$ cat config.mk
export PLATFORM = sky130hd
export DESIGN_NAME = dstm_queue
export DESIGN_NICKNAME = d
export VERILOG_FILES = /design/src/design/dstm_pkg.sv /design/src/design/dstm_queue.sv
export SDC_FILE = /design/constraint.sdc
export NUM_CORES = 1
export LEC_CHECK = 0
export ABC_AREA = 1
export BUFFER_PORTS_ARGS = -buffer_cell sky130_fd_sc_hd__buf_4
export CAP_MARGIN = 20
export CELL_PAD_IN_SITES_DETAIL_PLACEMENT = 1
export CELL_PAD_IN_SITES_GLOBAL_PLACEMENT = 1
export CORE_ASPECT_RATIO = 1.1
export CORE_UTILIZATION = 40
export CTS_CLUSTER_DIAMETER = 50
export DETAILED_ROUTE_END_ITERATION = 16
export GPL_TIMING_DRIVEN = 0
export HOLD_SLACK_MARGIN = 0.05
export PLACE_DENSITY = 0.8
export SYNTH_ARGS = -nofsm -noshare
export SYNTH_HDL_FRONTEND = slang
export SYNTH_SLANG_ARGS = --single-unit
export TNS_END_PERCENT = 5
$ cat constraint.sdc
create_clock -name clk -period 3.64 [get_ports clk]
set_input_delay 0.364 -clock clk [delete_from_list [all_inputs] [get_ports clk]]
set_output_delay 0.364 -clock clk [all_outputs]
set_load 0.005 [all_outputs]
$ cat src/design/dstm_pkg.sv
// Package for the density splat tone-map block: geometry, field widths,
// queue command and pixel-store entry types. No dependencies.
`timescale 1ns / 1ps
`default_nettype none
package dstm_pkg;

  localparam int IMAGE_WIDTH  = 256;
  localparam int IMAGE_HEIGHT = 256;
  localparam int PIXELS       = IMAGE_WIDTH * IMAGE_HEIGHT;
  localparam int ADDR_W       = $clog2(PIXELS);

  localparam int SUM_W   = 40;
  localparam int COUNT_W = 24;
  localparam int CFG_W   = 32;
  localparam int CFG_IDX_W = 3;

  localparam logic [SUM_W-1:0]   SUM_MAX   = {SUM_W{1'b1}};
  localparam logic [COUNT_W-1:0] COUNT_MAX = {COUNT_W{1'b1}};
  localparam logic [31:0]        LOG10_2   = 32'h4D104D42;

  localparam int QUEUE_DEPTH = 2;
  localparam int QPTR_W      = $clog2(QUEUE_DEPTH);

  // configuration register indexes
  localparam logic [CFG_IDX_W-1:0] CFG_X_MIN   = 3'd0;
  localparam logic [CFG_IDX_W-1:0] CFG_Y_MAX   = 3'd1;
  localparam logic [CFG_IDX_W-1:0] CFG_X_SCALE = 3'd2;
  localparam logic [CFG_IDX_W-1:0] CFG_Y_SCALE = 3'd3;

  typedef logic [SUM_W-1:0]   sum_t;
  typedef logic [COUNT_W-1:0] count_t;
  typedef logic [ADDR_W-1:0]  addr_t;

  typedef enum logic [1:0] {
    OP_NULL,
    OP_SPLAT,
    OP_READ
  } cmd_op_t;

  typedef struct packed {
    cmd_op_t     op;
    addr_t       addr;
    logic [15:0] red_w;
    logic [15:0] green_w;
    logic [15:0] blue_w;
  } cmd_t;

  typedef struct packed {
    sum_t   red;
    sum_t   green;
    sum_t   blue;
    count_t count;
  } entry_t;

endpackage
`default_nettype wire

$ cat src/design/dstm_queue.sv
// Two-entry command queue between front and back end.
// Depends on dstm_pkg.
`timescale 1ns / 1ps
`default_nettype none
module dstm_queue (
  input  wire logic      clk,
  input  wire logic      rst,
  input  dstm_pkg::cmd_t push_cmd,
  input  wire logic      push_valid,
  output logic           push_ready,
  output dstm_pkg::cmd_t pop_cmd,
  output logic           pop_valid,
  input  wire logic      pop_ready
);

  dstm_pkg::cmd_t                 slots [dstm_pkg::QUEUE_DEPTH];
  logic [dstm_pkg::QPTR_W-1:0]    wr_ptr, rd_ptr;
  logic [dstm_pkg::QPTR_W:0]      fill;
  logic                           do_push, do_pop;

  assign push_ready = fill != (dstm_pkg::QPTR_W+1)'(dstm_pkg::QUEUE_DEPTH);
  assign pop_valid  = fill != '0;
  assign pop_cmd    = slots[rd_ptr];
  assign do_push    = push_valid && push_ready;
  assign do_pop     = pop_valid && pop_ready;

  always_ff @(posedge clk) begin
    if (do_push) slots[wr_ptr] <= push_cmd;
  end

  always_ff @(posedge clk) begin
    if (rst) begin
      wr_ptr <= '0;
      rd_ptr <= '0;
      fill   <= '0;
    end else begin
      if (do_push) wr_ptr <= wr_ptr + 1'b1;
      if (do_pop)  rd_ptr <= rd_ptr + 1'b1;
      if (do_push && !do_pop)      fill <= fill + 1'b1;
      else if (do_pop && !do_push) fill <= fill - 1'b1;
    end
  end

endmodule
`default_nettype wire

==> metrics.md <==
| Metric | Value |
|---|---|
| # setup viols final | 0 |
| DR WL/cell | about 17 µm |
| Final Skew | 0.00402 ns |
| First-pass GRT wire length | 14800 µm |
| Slew margin rel. | 60.6% |
| R2R Setup Slk | 1.64 ns |
| Mapped Area | 5160 µm² |
| Vias in the first global route | 2991 |
| Post-synthesis compound-gate area fraction | 0.388% |
| I/O pin count | 138 |
| Sequential cell area fraction in the yosys report | around 80% |
| Syn Nets | 313 |
| Adder-cell share of the synthesized area | 0.242% |
| Startpoint Class | flop |
| Maximum buffer depth of the clock tree | 2 |
| Worst VDD drop | 0.346 mV |
| Vias | 2688 |
| Rows | 43 |
| EDFF count, synth | 132 |
| F_max | approximately 500 MHz |
| Max incr delay on CP | about 0.51 ns |
| Tcrit/Tclk final | a little over half |
| Max cap viols | 0 |
| Worst-margin pin slew | 0.589 ns |
| Critical Path RT | 3.74 ns |
| Synth top area share | 76.8% |
| Layout cells sized above 1 | 59.5% |
| Top_reg_cell synth | edfxtp_1 |
| Pins Over Slew Limit | 0 |
| Crit-path max FO | 26 |
| Worst Hold Depth | 1 |
| Critical Path, Cell by Cell | inv_1 -> nand2_1 -> nand2_1 -> nor2_4 -> buf_12 -> buf_12 |
| Core ar. | 12600 µm² |
| Clock sinks | 137 |
| Reg2reg path depth | 6 |
| Pin count of the biggest net entering global routing | 30 |
| Initial drt markers | 65 |
| CTS-repair resized insts | 0 |
| Drt pass-1 iters | 4 |
| RSZ-0062 raised after global routing | no |
| CTS tree | built |
| Remaining global-route overflow | 0 |
| Mux share of post-synthesis cell area | 17.3% |
| Cell taking the most area after synthesis | edfxtp_1 |
| Filler-free cell count of the finished design | 572 |
| GPL Wtd Cong | between 0.6 and 0.7 |
| Number of antenna diodes | 0 |
| Dpl hpwl | 6710 µm |
| Area contributors post-synth | edfxtp_1 77%, mux2_4 12%, mux2_2 5.7% |
| Die Ht | 121 µm |
| Kind of critical path | flop to flop |
| Port Buf Inserts | about 140 |
| Hold Crit Start | push_cmd[3] |
| Crit end category | flop |
| H-tree lvl count | 4 |
| Async SR Flop Fraction | 0% |
| HP Class | primary input to flop |
| CTS Hold Buffers Added | 0 |
| Final Util | 55.9% |
| Min Tclk post-route | 2.00 ns |
| FF-to-FF Start | fill[0] |
| Hold Path End | slots[0][3] |
| Placed cell count | 540 |
| Post-DRT Antenna Nets | 0 |
| Via/cell ratio | 4.70 |
| Simple-gate share of the synthesized area | 1.48% |
| Post-CTS setup buffers | 0 |
| Avg Inst Size Synth | 21.3 µm² |
| Most frequent cell after synthesis | edfxtp_1 |
| Num CTS Buffers | 17 |
| Distinct cells, synth | 14 |
| DP Area | ~6500 µm² |
| Clock latency on the worst-skew pair | 0.40 ns |
| #FFs+latches synth | between 100 and 150 |
| Final hold viol count | 0 |
| XOR/XNOR share of the synthesized area | 0% |
| Critical path arrival | between 2 and 2.5 ns |
| Syn Inst Count | about 240 |
| Commonest cells post-synth | 132 x edfxtp_1, 40 x mux2_4, 26 x mux2_2 |
| Reg2reg end | slots[1][15] |
| Worst-path clk slew | 0.06 ns |
| Fin nets | 473 |
| Layout area overhead | 36.3% |
| Synth warn | 0 |
| Status | finished clean |
| Initial antenna violation count | 0 |
| Root Driver | clkbuf_16 |
| Die Wd | 110 µm |
| Post-Route WL | 9770 µm |
| Tot GR Track Use | 15.5% |
| Pwr per Cell Area | 684 nW/µm² |
| Largest family of logic cells by synthesized area | multiplexers |
| Post-route cell area | between 7000 and 8000 µm² |
| Slowest-stage cell, CP | nor2_4 |
| DR DRC count | 0 |
| Lkg Pwr | 2.74 nW |
| Die ar. | between 10000 and 15000 µm² |
| Initial core utilization | 41.0% |
registers in the layout, indices dropped and copies added (netlist names), named ones only:
name    flops
slots     132
fill        2
rd_ptr      1
wr_ptr      1
layout by cell type (no fill, tap or decap), drive strengths merged, types with 2 or more instances in the layout:
cell,count
a21oi,2
buf,148
clkbuf,17
clkinv,6
clkinvlp,6
dfxtp,5
edfxtp,132
inv,10
mux2,66
nand2,9
nand3,2
nor2,7
o21ai,2
worst max-delay path by stage:
| stage | start | endpoint | depth (start not counted) |
|---|---|---|---|
| after floorplan | fill[0] | slots[0][0] | 4 |
| after global placement | fill[0] | slots[0][10] | 4 |
| after detailed placement | fill[0] | slots[1][52] | 6 |
| final | fill[0] | slots[1][15] | 6 |
| after CTS | fill[0] | slots[1][15] | 6 |
| after global routing | fill[0] | slots[1][15] | 6 |
area by class of cell:
cell class / instances / area, µm²
inverters: 8 / 30.0
clock inverters: 15 / 129
well taps: 157 / 196
plain buffers: 7 / 66.3
flip-flops and latches: 137 / 4060
fillers: 1146 / 5550
repair buffers: 141 / 1110
multi-input cells: 90 / 1020
clock buffers: 17 / 425
stage by stage:
stage	total power, mW	TNS (ns)	setup WS [ns]	hold WS, ns
5_1_grt	5.04	0	1.50	0.120
3_5_place_dp	3.29	0	1.61	0.518
4_1_cts	4.89	0	1.59	0.119
6_report	4.81	0	1.64	0.140
2_1_floorplan	2.72	-22.73	-0.172	0.463
3_3_place_gp	3.24	-245.17	-1.87	0.480
critical path: cells and delay by family, from the launching register on:
| kind | cells | cell delay (ns) |
|---|---|---|
| simple gates | 3 | 0.78 |
| buf+inv | 3 | 0.58 |
| flops | 1 | 0.32 |
routing by layer:
metal | global-route usage, % | up-vias | part of all wire (%)
met2 | 29.0 | 97 | 56
li1 | - | 1260 | -
met3 | 5.64 | 13 | 6.7
met5 | 0 | - | 0
met4 | 6.83 | 0 | 1.4
met1 | 14.8 | 1318 | 36
cells by family after synthesis:
kind of cell / after synthesis
DFF: 137
muxes: 66
and+or+nand+nor: 19
buffers and inverters: 15
AOI/OAI and AO/OA: 4
adders and majority gates: 1
power breakdown:
group	internal [mW]	switching [mW]	total, mW	leakage, nW
registers	1.99	0.0597	2.05	1.27
clock network	0.937	0.640	1.58	0.255
logic	0.680	0.503	1.18	1.21
total	3.61	1.20	4.81	2.74
Note: power is estimated with default switching activity, not from simulation.
